### src/rtl/dstop_pkg.sv
// dstop_pkg: shared types and constants of the decaying score top select unit
// holds field widths, opcodes, controller states and the decay digit constants
// no dependencies
package dstop_pkg;

   // transaction field widths
   localparam int OPCODE_W  = 2;
   localparam int INDEX_W   = 5;
   localparam int VALUE_W   = 32;
   localparam int MASK_W    = 32;
   localparam int ENTRIES_W = 6;

   // parameter defaults
   localparam int MAX_ENTRIES_DEF = 32;
   localparam int SCORE_WIDTH_DEF = 32;

   // reset value of the tracked entry count
   localparam logic [ENTRIES_W-1:0] ENTRIES_RESET = 6'd32;

   // divide by ten, one hex digit per stage
   localparam int DIGIT_W       = 4;
   localparam int REM_W         = 4;
   localparam int STEP_W        = REM_W + DIGIT_W;
   localparam int PROD_W        = 16;
   localparam int DECAY_DIVISOR = 10;
   localparam int RECIP_MUL     = 205;   // 205 / 2048 is ten's reciprocal, exact below 1024
   localparam int RECIP_SHIFT   = 11;

   typedef enum logic [OPCODE_W-1:0] {
      OP_CLEAR = 2'd0,
      OP_SET   = 2'd1,
      OP_DECAY = 2'd2,
      OP_QUERY = 2'd3
   } opcode_type;

   typedef enum logic [1:0] {
      ST_IDLE,
      ST_RUN,
      ST_DONE
   } state_type;

   typedef struct packed {
      logic shift;
      logic clear;
      logic load;
   } cell_ctrl_type;

endpackage

### src/rtl/dstop_cell.sv
// dstop_cell: one score cell of the rotating score chain
// depends on dstop_pkg for the cell control struct
module dstop_cell #(
   parameter int SCORE_W = dstop_pkg::SCORE_WIDTH_DEF
) (
   input  logic                     clock,
   input  logic                     reset,
   input  dstop_pkg::cell_ctrl_type ctrl,
   input  logic [SCORE_W-1:0]       nbr_score,
   input  logic [SCORE_W-1:0]       load_score,
   output logic [SCORE_W-1:0]       score
);

   logic [SCORE_W-1:0] score_ff;
   logic [SCORE_W-1:0] score_in;

   always_comb begin
      score_in = score_ff;
      if (ctrl.clear) begin
         score_in = '0;
      end else if (ctrl.load) begin
         score_in = load_score;
      end else if (ctrl.shift) begin
         score_in = nbr_score;
      end
   end

   always_ff @(posedge clock) begin
      if (reset) begin
         score_ff <= '0;
      end else begin
         score_ff <= score_in;
      end
   end

   assign score = score_ff;

endmodule

### src/rtl/dstop_div_stage.sv
// dstop_div_stage: one digit step of the divide-by-ten pipeline in the ring
// depends on dstop_pkg for digit widths and the reciprocal constants
module dstop_div_stage #(
   parameter int PAD_W     = dstop_pkg::SCORE_WIDTH_DEF,
   parameter int DIGIT_POS = 0
) (
   input  logic                         clock,
   input  logic                         reset,
   input  logic                         shift_en,
   input  logic [PAD_W-1:0]             val_i,
   input  logic [dstop_pkg::REM_W-1:0]  rem_i,
   input  logic                         div_i,
   output logic [PAD_W-1:0]             val_o,
   output logic [dstop_pkg::REM_W-1:0]  rem_o,
   output logic                         div_o
);

   localparam int LSB = DIGIT_POS * dstop_pkg::DIGIT_W;

   logic [PAD_W-1:0]                  val_ff, val_in;
   logic [dstop_pkg::REM_W-1:0]       rem_ff, rem_in;
   logic                              div_ff, div_in;
   logic [dstop_pkg::STEP_W-1:0]      step_v;
   logic [dstop_pkg::PROD_W-1:0]      prod;
   logic [dstop_pkg::DIGIT_W-1:0]     quot;
   logic [dstop_pkg::STEP_W-1:0]      back;

   always_comb begin
      // partial remainder times sixteen plus the next digit, at most 159
      step_v = {rem_i, val_i[LSB +: dstop_pkg::DIGIT_W]};
      prod   = dstop_pkg::PROD_W'(step_v) * dstop_pkg::PROD_W'(dstop_pkg::RECIP_MUL);
      quot   = prod[dstop_pkg::RECIP_SHIFT +: dstop_pkg::DIGIT_W];
      back   = step_v - dstop_pkg::STEP_W'(quot)
                        * dstop_pkg::STEP_W'(dstop_pkg::DECAY_DIVISOR);
      val_in = val_ff;
      rem_in = rem_ff;
      div_in = div_ff;
      if (shift_en) begin
         val_in = val_i;
         rem_in = rem_i;
         div_in = div_i;
         if (div_i) begin
            val_in[LSB +: dstop_pkg::DIGIT_W] = quot;
            rem_in = back[dstop_pkg::REM_W-1:0];
         end
      end
   end

   always_ff @(posedge clock) begin
      if (reset) begin
         div_ff <= 1'b0;
      end else begin
         div_ff <= div_in;
      end
      val_ff <= val_in;
      rem_ff <= rem_in;
   end

   assign val_o = val_ff;
   assign rem_o = rem_ff;
   assign div_o = div_ff;

endmodule

### src/rtl/decaying_score_top_select_unit.sv
// decaying_score_top_select_unit: top level of the decaying score top select block
// depends on dstop_pkg, dstop_cell and dstop_div_stage
//
// Keeps one unsigned 16.16 score per table entry in a ring of score cells.
// Clear zeroes all scores, set writes one score (ignored at or beyond the
// tracked entry count), decay divides every tracked score by ten with
// truncation, and query returns the eligible tracked entry with the highest
// score, lowest index on ties; every transaction gives one response, all
// zero except for a query that found an entry. Decay and query run the
// scores through one full turn of the ring, which holds the cells plus a
// divide-by-ten pipeline of one stage per hex digit, and the query
// compare sits at the head of the ring. A new request is taken while the
// previous response still waits on rsp_ready. Writing csr_wr_data sets
// the tracked entry count (reset value 32) and zeroes the table; the user
// must write it only while the block is idle, as the block itself does
// not enforce this. Reset is synchronous and clears the table too.
module decaying_score_top_select_unit #(
   parameter int MAX_ENTRIES = dstop_pkg::MAX_ENTRIES_DEF,
   parameter int SCORE_WIDTH = dstop_pkg::SCORE_WIDTH_DEF
) (
   input  logic                             clock,
   input  logic                             reset,
   // request channel
   input  logic                             req_valid,
   output logic                             req_ready,
   input  logic [dstop_pkg::OPCODE_W-1:0]   req_opcode,
   input  logic [dstop_pkg::INDEX_W-1:0]    req_entry_index,
   input  logic [dstop_pkg::VALUE_W-1:0]    req_score_value,
   input  logic [dstop_pkg::MASK_W-1:0]     req_eligible_mask,
   // response channel
   output logic                             rsp_valid,
   input  logic                             rsp_ready,
   output logic                             rsp_found,
   output logic [dstop_pkg::INDEX_W-1:0]    rsp_top_index,
   output logic [dstop_pkg::VALUE_W-1:0]    rsp_top_score,
   // configuration
   input  logic                             csr_wr_en,
   input  logic [dstop_pkg::ENTRIES_W-1:0]  csr_wr_data
);

   // ring geometry: cells then one divide stage per hex digit
   localparam int NDIG    = (SCORE_WIDTH + dstop_pkg::DIGIT_W - 1) / dstop_pkg::DIGIT_W;
   localparam int PAD_W   = NDIG * dstop_pkg::DIGIT_W;
   localparam int RING_N  = MAX_ENTRIES + NDIG;
   localparam int CNT_W   = ($clog2(RING_N) > dstop_pkg::INDEX_W) ?
                            $clog2(RING_N) : dstop_pkg::INDEX_W;
   localparam int CMP_W   = (CNT_W > dstop_pkg::ENTRIES_W) ? CNT_W : dstop_pkg::ENTRIES_W;

   // controller state
   dstop_pkg::state_type                 state_ff, state_in;
   dstop_pkg::opcode_type                op_ff, op_in;
   logic [CNT_W-1:0]                     step_ff, step_in;
   logic [dstop_pkg::MASK_W-1:0]         mask_ff, mask_in;
   logic                                 have_ff, have_in;
   logic [dstop_pkg::INDEX_W-1:0]        best_idx_ff, best_idx_in;
   logic [SCORE_WIDTH-1:0]               best_score_ff, best_score_in;
   logic [dstop_pkg::ENTRIES_W-1:0]      entries_ff, entries_in;

   // response register
   logic                                 rsp_valid_ff, rsp_valid_in;
   logic                                 rsp_found_ff, rsp_found_in;
   logic [dstop_pkg::INDEX_W-1:0]        rsp_index_ff, rsp_index_in;
   logic [dstop_pkg::VALUE_W-1:0]        rsp_score_ff, rsp_score_in;

   // ring signals
   logic [SCORE_WIDTH-1:0]               cell_score [MAX_ENTRIES];
   dstop_pkg::cell_ctrl_type             cell_ctrl  [MAX_ENTRIES];
   logic [PAD_W-1:0]                     stg_val    [NDIG+1];
   logic [dstop_pkg::REM_W-1:0]          stg_rem    [NDIG+1];
   logic                                 stg_div    [NDIG+1];

   logic                                 req_take;
   logic                                 ring_shift;
   logic                                 table_clear;
   logic                                 set_hit;
   logic                                 head_tracked;
   logic                                 head_eligible;
   logic [SCORE_WIDTH-1:0]               head_score;
   logic [SCORE_WIDTH-1:0]               set_score;

   assign req_ready  = (state_ff == dstop_pkg::ST_IDLE);
   assign req_take   = req_valid && req_ready;
   assign ring_shift = (state_ff == dstop_pkg::ST_RUN);
   assign head_score = cell_score[0];
   assign set_score  = SCORE_WIDTH'(req_score_value);

   // clear on a clear transaction or any count write
   assign table_clear = csr_wr_en ||
                        (req_take && (dstop_pkg::opcode_type'(req_opcode) == dstop_pkg::OP_CLEAR));

   // set lands only inside the tracked range
   assign set_hit = req_take &&
                    (dstop_pkg::opcode_type'(req_opcode) == dstop_pkg::OP_SET) &&
                    (CMP_W'(req_entry_index) < CMP_W'(entries_ff)) &&
                    (CMP_W'(req_entry_index) < CMP_W'(MAX_ENTRIES));

   // the head cell holds the entry whose index equals the step count
   assign head_tracked  = ring_shift &&
                          (CMP_W'(step_ff) < CMP_W'(entries_ff)) &&
                          (CMP_W'(step_ff) < CMP_W'(MAX_ENTRIES));
   assign head_eligible = head_tracked && (op_ff == dstop_pkg::OP_QUERY) && mask_ff[0];

   // score cells, shifting toward the head
   for (genvar i = 0; i < MAX_ENTRIES; i++) begin : g_cell
      logic [SCORE_WIDTH-1:0] nbr;
      if (i == MAX_ENTRIES - 1) begin : g_tail
         assign nbr = stg_val[NDIG][SCORE_WIDTH-1:0];
      end else begin : g_mid
         assign nbr = cell_score[i+1];
      end
      assign cell_ctrl[i].shift = ring_shift;
      assign cell_ctrl[i].clear = table_clear;
      assign cell_ctrl[i].load  = set_hit && (32'(req_entry_index) == 32'(i));

      dstop_cell #(
         .SCORE_W (SCORE_WIDTH)
      ) u_cell (
         .clock      (clock),
         .reset      (reset),
         .ctrl       (cell_ctrl[i]),
         .nbr_score  (nbr),
         .load_score (set_score),
         .score      (cell_score[i])
      );
   end

   // divide-by-ten pipeline from head back to tail, most significant digit first
   assign stg_val[0] = PAD_W'(head_score);
   assign stg_rem[0] = '0;
   assign stg_div[0] = head_tracked && (op_ff == dstop_pkg::OP_DECAY);

   for (genvar s = 0; s < NDIG; s++) begin : g_div
      dstop_div_stage #(
         .PAD_W     (PAD_W),
         .DIGIT_POS (NDIG - 1 - s)
      ) u_stage (
         .clock    (clock),
         .reset    (reset),
         .shift_en (ring_shift),
         .val_i    (stg_val[s]),
         .rem_i    (stg_rem[s]),
         .div_i    (stg_div[s]),
         .val_o    (stg_val[s+1]),
         .rem_o    (stg_rem[s+1]),
         .div_o    (stg_div[s+1])
      );
   end

   // controller: next state and datapath control
   always_comb begin
      state_in      = state_ff;
      op_in         = op_ff;
      step_in       = step_ff;
      mask_in       = mask_ff;
      have_in       = have_ff;
      best_idx_in   = best_idx_ff;
      best_score_in = best_score_ff;
      entries_in    = entries_ff;
      rsp_valid_in  = rsp_valid_ff;
      rsp_found_in  = rsp_found_ff;
      rsp_index_in  = rsp_index_ff;
      rsp_score_in  = rsp_score_ff;

      if (csr_wr_en) begin
         entries_in = csr_wr_data;
      end

      // response register drains when taken
      if (rsp_valid_ff && rsp_ready) begin
         rsp_valid_in = 1'b0;
      end

      unique case (state_ff)
         dstop_pkg::ST_IDLE: begin
            if (req_take) begin
               op_in         = dstop_pkg::opcode_type'(req_opcode);
               step_in       = '0;
               mask_in       = req_eligible_mask;
               have_in       = 1'b0;
               best_idx_in   = '0;
               best_score_in = '0;
               unique case (dstop_pkg::opcode_type'(req_opcode)) inside
                  dstop_pkg::OP_DECAY,
                  dstop_pkg::OP_QUERY: state_in = dstop_pkg::ST_RUN;
                  default:             state_in = dstop_pkg::ST_DONE;
               endcase
            end
         end
         dstop_pkg::ST_RUN: begin
            // one turn of the ring, compare at the head
            step_in = step_ff + CNT_W'(1);
            mask_in = mask_ff >> 1;
            if (head_eligible && (!have_ff || (head_score > best_score_ff))) begin
               have_in       = 1'b1;
               best_idx_in   = step_ff[dstop_pkg::INDEX_W-1:0];
               best_score_in = head_score;
            end
            if (step_ff == CNT_W'(RING_N - 1)) begin
               state_in = dstop_pkg::ST_DONE;
            end
         end
         dstop_pkg::ST_DONE: begin
            if (!rsp_valid_ff || rsp_ready) begin
               rsp_valid_in = 1'b1;
               rsp_found_in = have_ff;
               rsp_index_in = best_idx_ff;
               rsp_score_in = dstop_pkg::VALUE_W'(best_score_ff);
               state_in     = dstop_pkg::ST_IDLE;
            end
         end
         default: begin
            state_in = dstop_pkg::ST_IDLE;
         end
      endcase
   end

   always_ff @(posedge clock) begin
      if (reset) begin
         state_ff     <= dstop_pkg::ST_IDLE;
         entries_ff   <= dstop_pkg::ENTRIES_RESET;
         rsp_valid_ff <= 1'b0;
      end else begin
         state_ff     <= state_in;
         entries_ff   <= entries_in;
         rsp_valid_ff <= rsp_valid_in;
      end
      op_ff         <= op_in;
      step_ff       <= step_in;
      mask_ff       <= mask_in;
      have_ff       <= have_in;
      best_idx_ff   <= best_idx_in;
      best_score_ff <= best_score_in;
      rsp_found_ff  <= rsp_found_in;
      rsp_index_ff  <= rsp_index_in;
      rsp_score_ff  <= rsp_score_in;
   end

   assign rsp_valid     = rsp_valid_ff;
   assign rsp_found     = rsp_found_ff;
   assign rsp_top_index = rsp_index_ff;
   assign rsp_top_score = rsp_score_ff;

endmodule

### config.mk
export PLATFORM = sky130hd
export DESIGN_NAME = decaying_score_top_select_unit
export DESIGN_NICKNAME = d
export VERILOG_FILES = /design/src/rtl/dstop_pkg.sv /design/src/rtl/dstop_cell.sv /design/src/rtl/dstop_div_stage.sv /design/src/rtl/decaying_score_top_select_unit.sv
export SDC_FILE = /design/constraint.sdc
export NUM_CORES = 2
export LEC_CHECK = 0
export BUFFER_PORTS_ARGS = -buffer_cell sky130_fd_sc_hd__buf_2
export CAP_MARGIN = 5
export CORE_ASPECT_RATIO = 0.5
export CORE_UTILIZATION = 40
export DETAILED_ROUTE_END_ITERATION = 10
export GPL_ROUTABILITY_DRIVEN = 0
export MAX_ROUTING_LAYER = met4
export PLACE_DENSITY = 0.52
export SYNTH_ARGS = -nofsm -noshare
export SYNTH_HDL_FRONTEND = slang
export SYNTH_SLANG_ARGS = --single-unit
### constraint.sdc
create_clock -name clock -period 12.6 [get_ports clock]
set_input_delay 1.26 -clock clock [delete_from_list [all_inputs] [get_ports clock]]
set_output_delay 1.26 -clock clock [all_outputs]
set_load 0.02 [all_outputs]
---- Word-level counts from Yosys, hierarchy flattened ----
Cells that the tools add are included.
storage, ports and cells
  flip-flop bits (word level) ............. 1440
  bits of input ports ..................... 82
  output and inout port bits .............. 40
cells by class
  add/subtract/negate cells ............... 8
  $mul .................................... 15
  order comparisons ....................... 4
  equal/unequal tests ..................... 43
  mux-type cells .......................... 99
  reductions and logical operators ........ 91
operators with widths
  operator                                           count
  2-to-1 mux 32 bit                                  67
  one-hot mux 32 bit (2 select lines)                2
  multiplier 8 x 8 -> 15 bit, second input constant  7
  == test 5 bit, second input constant               16
  nonzero test 2 bit                                 33
  2-to-1 mux 4 bit                                   14
  logical AND 1 bit                                  43
  == test 5 x 4 -> 1 bit, second input constant      8
  > comparator 32 bit                                1
  multiplier 4 x 3 -> 3 bit, second input constant   7
  subtractor 4 bit                                   7
  == test 5 x 3 -> 1 bit, second input constant      4
  multiplier 4 x 8 -> 12 bit, second input constant  1
  one-hot mux 6 bit (2 select lines)                 1
  == test 2 bit, second input constant               5
  == test 5 x 2 -> 1 bit, second input constant      2
  2-to-1 mux 5 bit                                   2
  one-hot mux 5 bit (2 select lines)                 1
  2-to-1 mux 2 bit                                   4
  adder 6 x 1 -> 6 bit, second input constant        1
  == test 6 bit, second input constant               1
  < comparator 5 x 6 -> 1 bit                        1
  < comparator 6 bit                                 1
  < comparator 6 bit, second input constant          1
  15 further kinds                                   30

---- Longest topological paths before layout ----
  depth in word-level cells ............... 8
  mapped depth ............................ 19
  gate-level depth less buffers ........... 19

---- Modules after synthesis ----
Synthesis repeated with hierarchy kept, for this count alone.
second synthesis, totals
  cells, all modules ...................... 6512
  area total of the unflattened synthesis .. 81289.2 um^2
by module, submodules not included
  module                                  instances  cells an instance  area an instance (um^2)
  dstop_cell                              32         143                1756.7
  dstop_div_stage (g_div[1].u_stage ...)  6          180                2404.8
  decaying_score_top_select_unit          1          525                6012.0
  dstop_div_stage (g_div[7].u_stage)      1          169                2336.0
  dstop_div_stage (g_div[0].u_stage)      1          162                2298.5

---- Worst setup path after synthesis ----
No wires, ideal clock.
  kind .................................... reg-to-reg
  from .................................... register state_ff[0]
  to ...................................... register have_ff, data pin
  setup time .............................. 1858 ps
  data arrival time ....................... 9113 ps
  required time ........................... 10742 ps
  path slack .............................. 1628 ps
  stages on the path, launching flop included .. 9
  path buffers ............................ 6
  clock period less this slack ............ 10972 ps
  cell sequence ........................... dfxtp_1 > clkbuf_2 > nand2b_1 > buf_2 > inv_1 > buf_2 > buf_2 > buf_2 > buf_1
on the way
  cells in the longest elaborated chain, start to end .. 2
  elaborated cells between the ends (all ways) .. 3
  those cells by class .................... eq/ne: 1; mux: 1; reduce/logical: 1
RTL lines
  element                              line                                   RTL
  start: declaration                   decaying_score_top_select_unit.sv:50   dstop_pkg::state_type state_ff, state_in;
  start signal: assignment             decaying_score_top_select_unit.sv:219  state_ff <= dstop_pkg::ST_IDLE;
  start signal: assignment             decaying_score_top_select_unit.sv:223  state_ff <= state_in;
  == test 2 x 1 -> 1 bit               n/a
  named net g_div[0].u_stage.shift_en  dstop_div_stage.sv:9                   input logic shift_en,
  one-hot mux 1 bit (2 select lines)   decaying_score_top_select_unit.sv:173  unique case (state_ff)
  end signal: assignment               decaying_score_top_select_unit.sv:230  have_ff <= have_in;
  end: declaration                     decaying_score_top_select_unit.sv:54   logic have_ff, have_in;
The timed path passes the listed nets, and every way through them passes these cells.
A chain may end at the register's enable or synchronous reset.

---- Worst setup path after layout ----
  from .................................... register state_ff[1]
  to ...................................... register g_cell[14].u_cell.score_ff[5]
on the way
  cells in the longest elaborated chain, start to end .. 6
  elaborated cells between the ends (all ways) .. 11
  those cells by class .................... eq/ne: 1; mux: 1; reduce/logical: 9
RTL lines
  element                                                         line                                   RTL
  zero test 2 bit                                                 decaying_score_top_select_unit.sv:81   assign req_ready = (state_ff == dstop_pkg::ST_IDLE);
  logical AND 1 bit                                               decaying_score_top_select_unit.sv:82   assign req_take = req_valid && req_ready;
  logical AND 1 bit                                               decaying_score_top_select_unit.sv:92   assign set_hit = req_take &&
  logical AND 1 bit                                               decaying_score_top_select_unit.sv:93   (dstop_pkg::opcode_type'(req_opcode) == dstop_pkg::OP_SET) &&
  logical AND 1 bit                                               decaying_score_top_select_unit.sv:113  assign cell_ctrl[i].load = set_hit && (32'(req_entry_index) == 32'(i));
  2-to-1 mux 32 bit / nonzero test 2 bit (equally long branches)  n/a
  end signal: assignment                                          dstop_cell.sv:32                       score_ff <= score_in;
  end: declaration                                                dstop_cell.sv:14                       logic [SCORE_W-1:0] score_ff;
Several ways; a longest one is shown, not always the timed one.

==> out/qor.yml <==
floorplan:
  rows: 110
  ios: 122
  initial_core_util_pct: 40.3
  die_h_um: 303
  dieArea_um2: 183000
  die_w_um: 604
  core_area_um2: 180000
sta:
  worst_pin_slew_ns: 1.38
  slew_violations: 0
  setup_slack_ns: 6.97
  fin_skew_ns: 0.0232
  hold_ws_ns: 0.409
  relSlewSlack_pct: 8.13
  finalCritPeriodShare_pct: 44.7
  finalHoldViolCount: 0
  setup_violations: 0
  min_period_ns: 5.63
  grt_setup_unrepaired: "false"
  fin_tns_setup_ns: 0
  fmax_mhz: 178
finish:
  fillers: 17700
  final_core_util_pct: 43.8
  final_cells: 10800
  area_delta_synth_final_pct: 8.68
  fin_nets: 8781
  layout-drive-gt1-share_pct: 6.00
  fin_area_um2: 78800
min_path:
  worst_hold_path_type: "flop to flop"
  worstHoldStart: "g_div[1].u_stage.val_o[15]"
placed_design:
  dp_hpwl_mm: 108
  place_ws_ns: 7.03
  placed_cell_area_um2: 74100
  numPlacedInstances: 10500
  port_buffers: 121
routing:
  drt-met1-wl_mm: 99.9
  drt_iter0_markers: 4231
  dr.max_layer_used: "met4"
  vias: 51700
  drt_wl_total_mm: 181
  wl_per_cell_um: 16.7
  wl_met3_mm: 5.86
  via_per_inst: 4.79
  drcViolationCount: 0
  routed-wl-met2_mm: 71.8
  antenna_left: 0
  dr.pass1.iters: 5
worst_setup_path:
  crit-reg2reg-launch: "state_ff[1]"
  cp-startpoint: "state_ff[1]"
  crit_required_ns: 13.29
  cp_max_fo: 198
  endpoint_kind: "flop"
  worstPathArrival_ns: 6.32
  start_kind: "flop"
  crit_type: "flop to flop"
power:
  power_mw: 10.4
  p_leak_nw: 40.3
  cellPowerDensity_nw_per_um2: 132
  ir_drop_mv: 0.123
clock_tree:
  clkTransAtPathRegs_ns: 0.07
  clockRootBuffer: "clkbuf_16"
  cts.repair.resized: 0
  numCtsBuffers: 143
  clock_sinks: 1440
  cts_setup_buffers: 0
  insertion_delay_ns: 0.78
  cts-htree-levels: 4
  cts_buffer_depth: 3
  hold_buffers: 0
  cts_tree: "yes"
synthesis:
  synth_common_cells: "4263 x nand2_1, 1040 x dfxtp_1, 1040 x mux2i_1, 400 x edfxtp_1, 363 x clkbuf_1"
  yosys_warnings: 0
  syn_avg_cell_area_um2: 8.56
  syn-num-nets: 8981
  ys_seq_area_share_pct: 45.3
  synth-seq-cells: 1440
  synthCells: 8472
  synth.most_common_cell: "nand2_1"
  ys_types: 63
  ys_top_cells_by_area: "dfxtp_1 29%, nand2_1 22%, edfxtp_1 17%"
  async_flop_share_pct: 0
  synth_edf_count: 400
  synth_top_area_share_pct: 28.7
  mappedNetlistArea_um2: 72500
  synth_area_leader_cell: "dfxtp_1"
  synth_ff_type: "dfxtp_1"
global_routing:
  grtUsageTotal_pct: 20.0
  grt_max_degree: 231
  grt_overflow: 0
  antenna_found_initial: 1
  grt_pass1_vias: 48300
  grt_first_pass_wirelength_mm: 287
outcome:
  status: "complete, no violations"
flow_run:
  drv_cap: 0
==> state kept, by name, summed over array words and instances (netlist names) <==
name,flops
state_ff,2
entries_ff,6
rsp_top_score,32
g_div.u_stage.rem_o,28
step_ff,6
rsp_top_index,5
rsp_valid,1
g_cell.u_cell.score,1024
mask_ff,32
g_div.u_stage.val_o,256
rsp_found,1
best_idx_ff,5
op_ff,2
have_ff,1
best_score_ff,32
g_div.u_stage.div_o,7
==> worst max-delay path: stages (launching register included) <==
cell      delay (ns)
dfxtp_1         0.48
nand2b_4        0.49
buf_12          0.61
buf_4           0.79
buf_4           0.81
buf_4           0.86
buf_4           0.73
nand2_1         0.13
nand2_1         0.09
nand2_1         0.05
mux2i_1         0.16
==> path summary, 6_finish.rpt <==
| check | to | slack (ns) | cells after the start |
|---|---|---|---|
| setup / recovery | g_cell[14].u_cell.score[5] | 6.97 | 10 |
| hold reg to reg | g_div[2].u_stage.val_o[15] | 0.41 | 0 |
| setup reg to reg | g_cell[14].u_cell.score[5] | 6.97 | 10 |
| hold / removal | g_div[2].u_stage.val_o[15] | 0.41 | 0 |
==> where the power goes <==
| group | leakage [nW] | switching, mW | total (mW) | internal (mW) |
|---|---|---|---|---|
| registers | 12.2 | 0.0416 | 4.87 | 4.83 |
| clock network | 2.28 | 1.87 | 4.32 | 2.46 |
| logic | 25.8 | 0.761 | 1.16 | 0.403 |
==> layout make-up <==
type | count | area (µm²) | area share, %
Inverter | 226 | 856 | 1.09
Antenna cell | 5 | 12.5 | 0.0159
Clock buffer | 217 | 4260 | 5.41
Tap cell | 2408 | 3010 | 3.82
Timing Repair Buffer | 224 | 1450 | 1.85
Multi-Input combinational cell | 6237 | 36000 | 45.7
Clock inverter | 36 | 364 | 0.462
Sequential cell | 1440 | 32800 | 41.7
==> cell families (layout without fill, tap and decap cells) <==
group                      count (synthesis)  in the layout  share of synthesized area, %
adders and majority gates                427            427                          8.17
buffers and inverters                    795            703                          5.13
muxes                                   1065           1065                          14.7
xor gates and xnor gates                  69             69                         0.872
other                                      0              5                             0
and+or+nand+nor                         4479           4479                          23.6
DFF                                     1440           1440                          45.3
AOI/OAI and AO/OA                        197            197                          2.16
==> cell usage in the layout (no fill, tap or decap), drive strengths merged, types with 7 or more instances in the layout <==
master  instances
fa             77
mux2           25
nor3            7
edfxtp        400
o21ai          64
clkinv         25
dfxtp        1040
mux2i        1040
ha            350
nor2           90
xor2           17
nor2b          18
inv           230
nand2b          8
o211ai          7
nand4          13
nand2        4263
a21o           22
nand3          16
a21oi          53
clkbuf        217
xnor2          50
and2           42
buf           224
==> layer usage <==
layer / vias up / track usage, %
met5: - / -
met2: 750 / 27.4
met1: 24000 / 31.1
li1: 26700 / -
met3: 183 / 2.31
met4: 0 / 4.38
(Power assumes the default switching activity.)
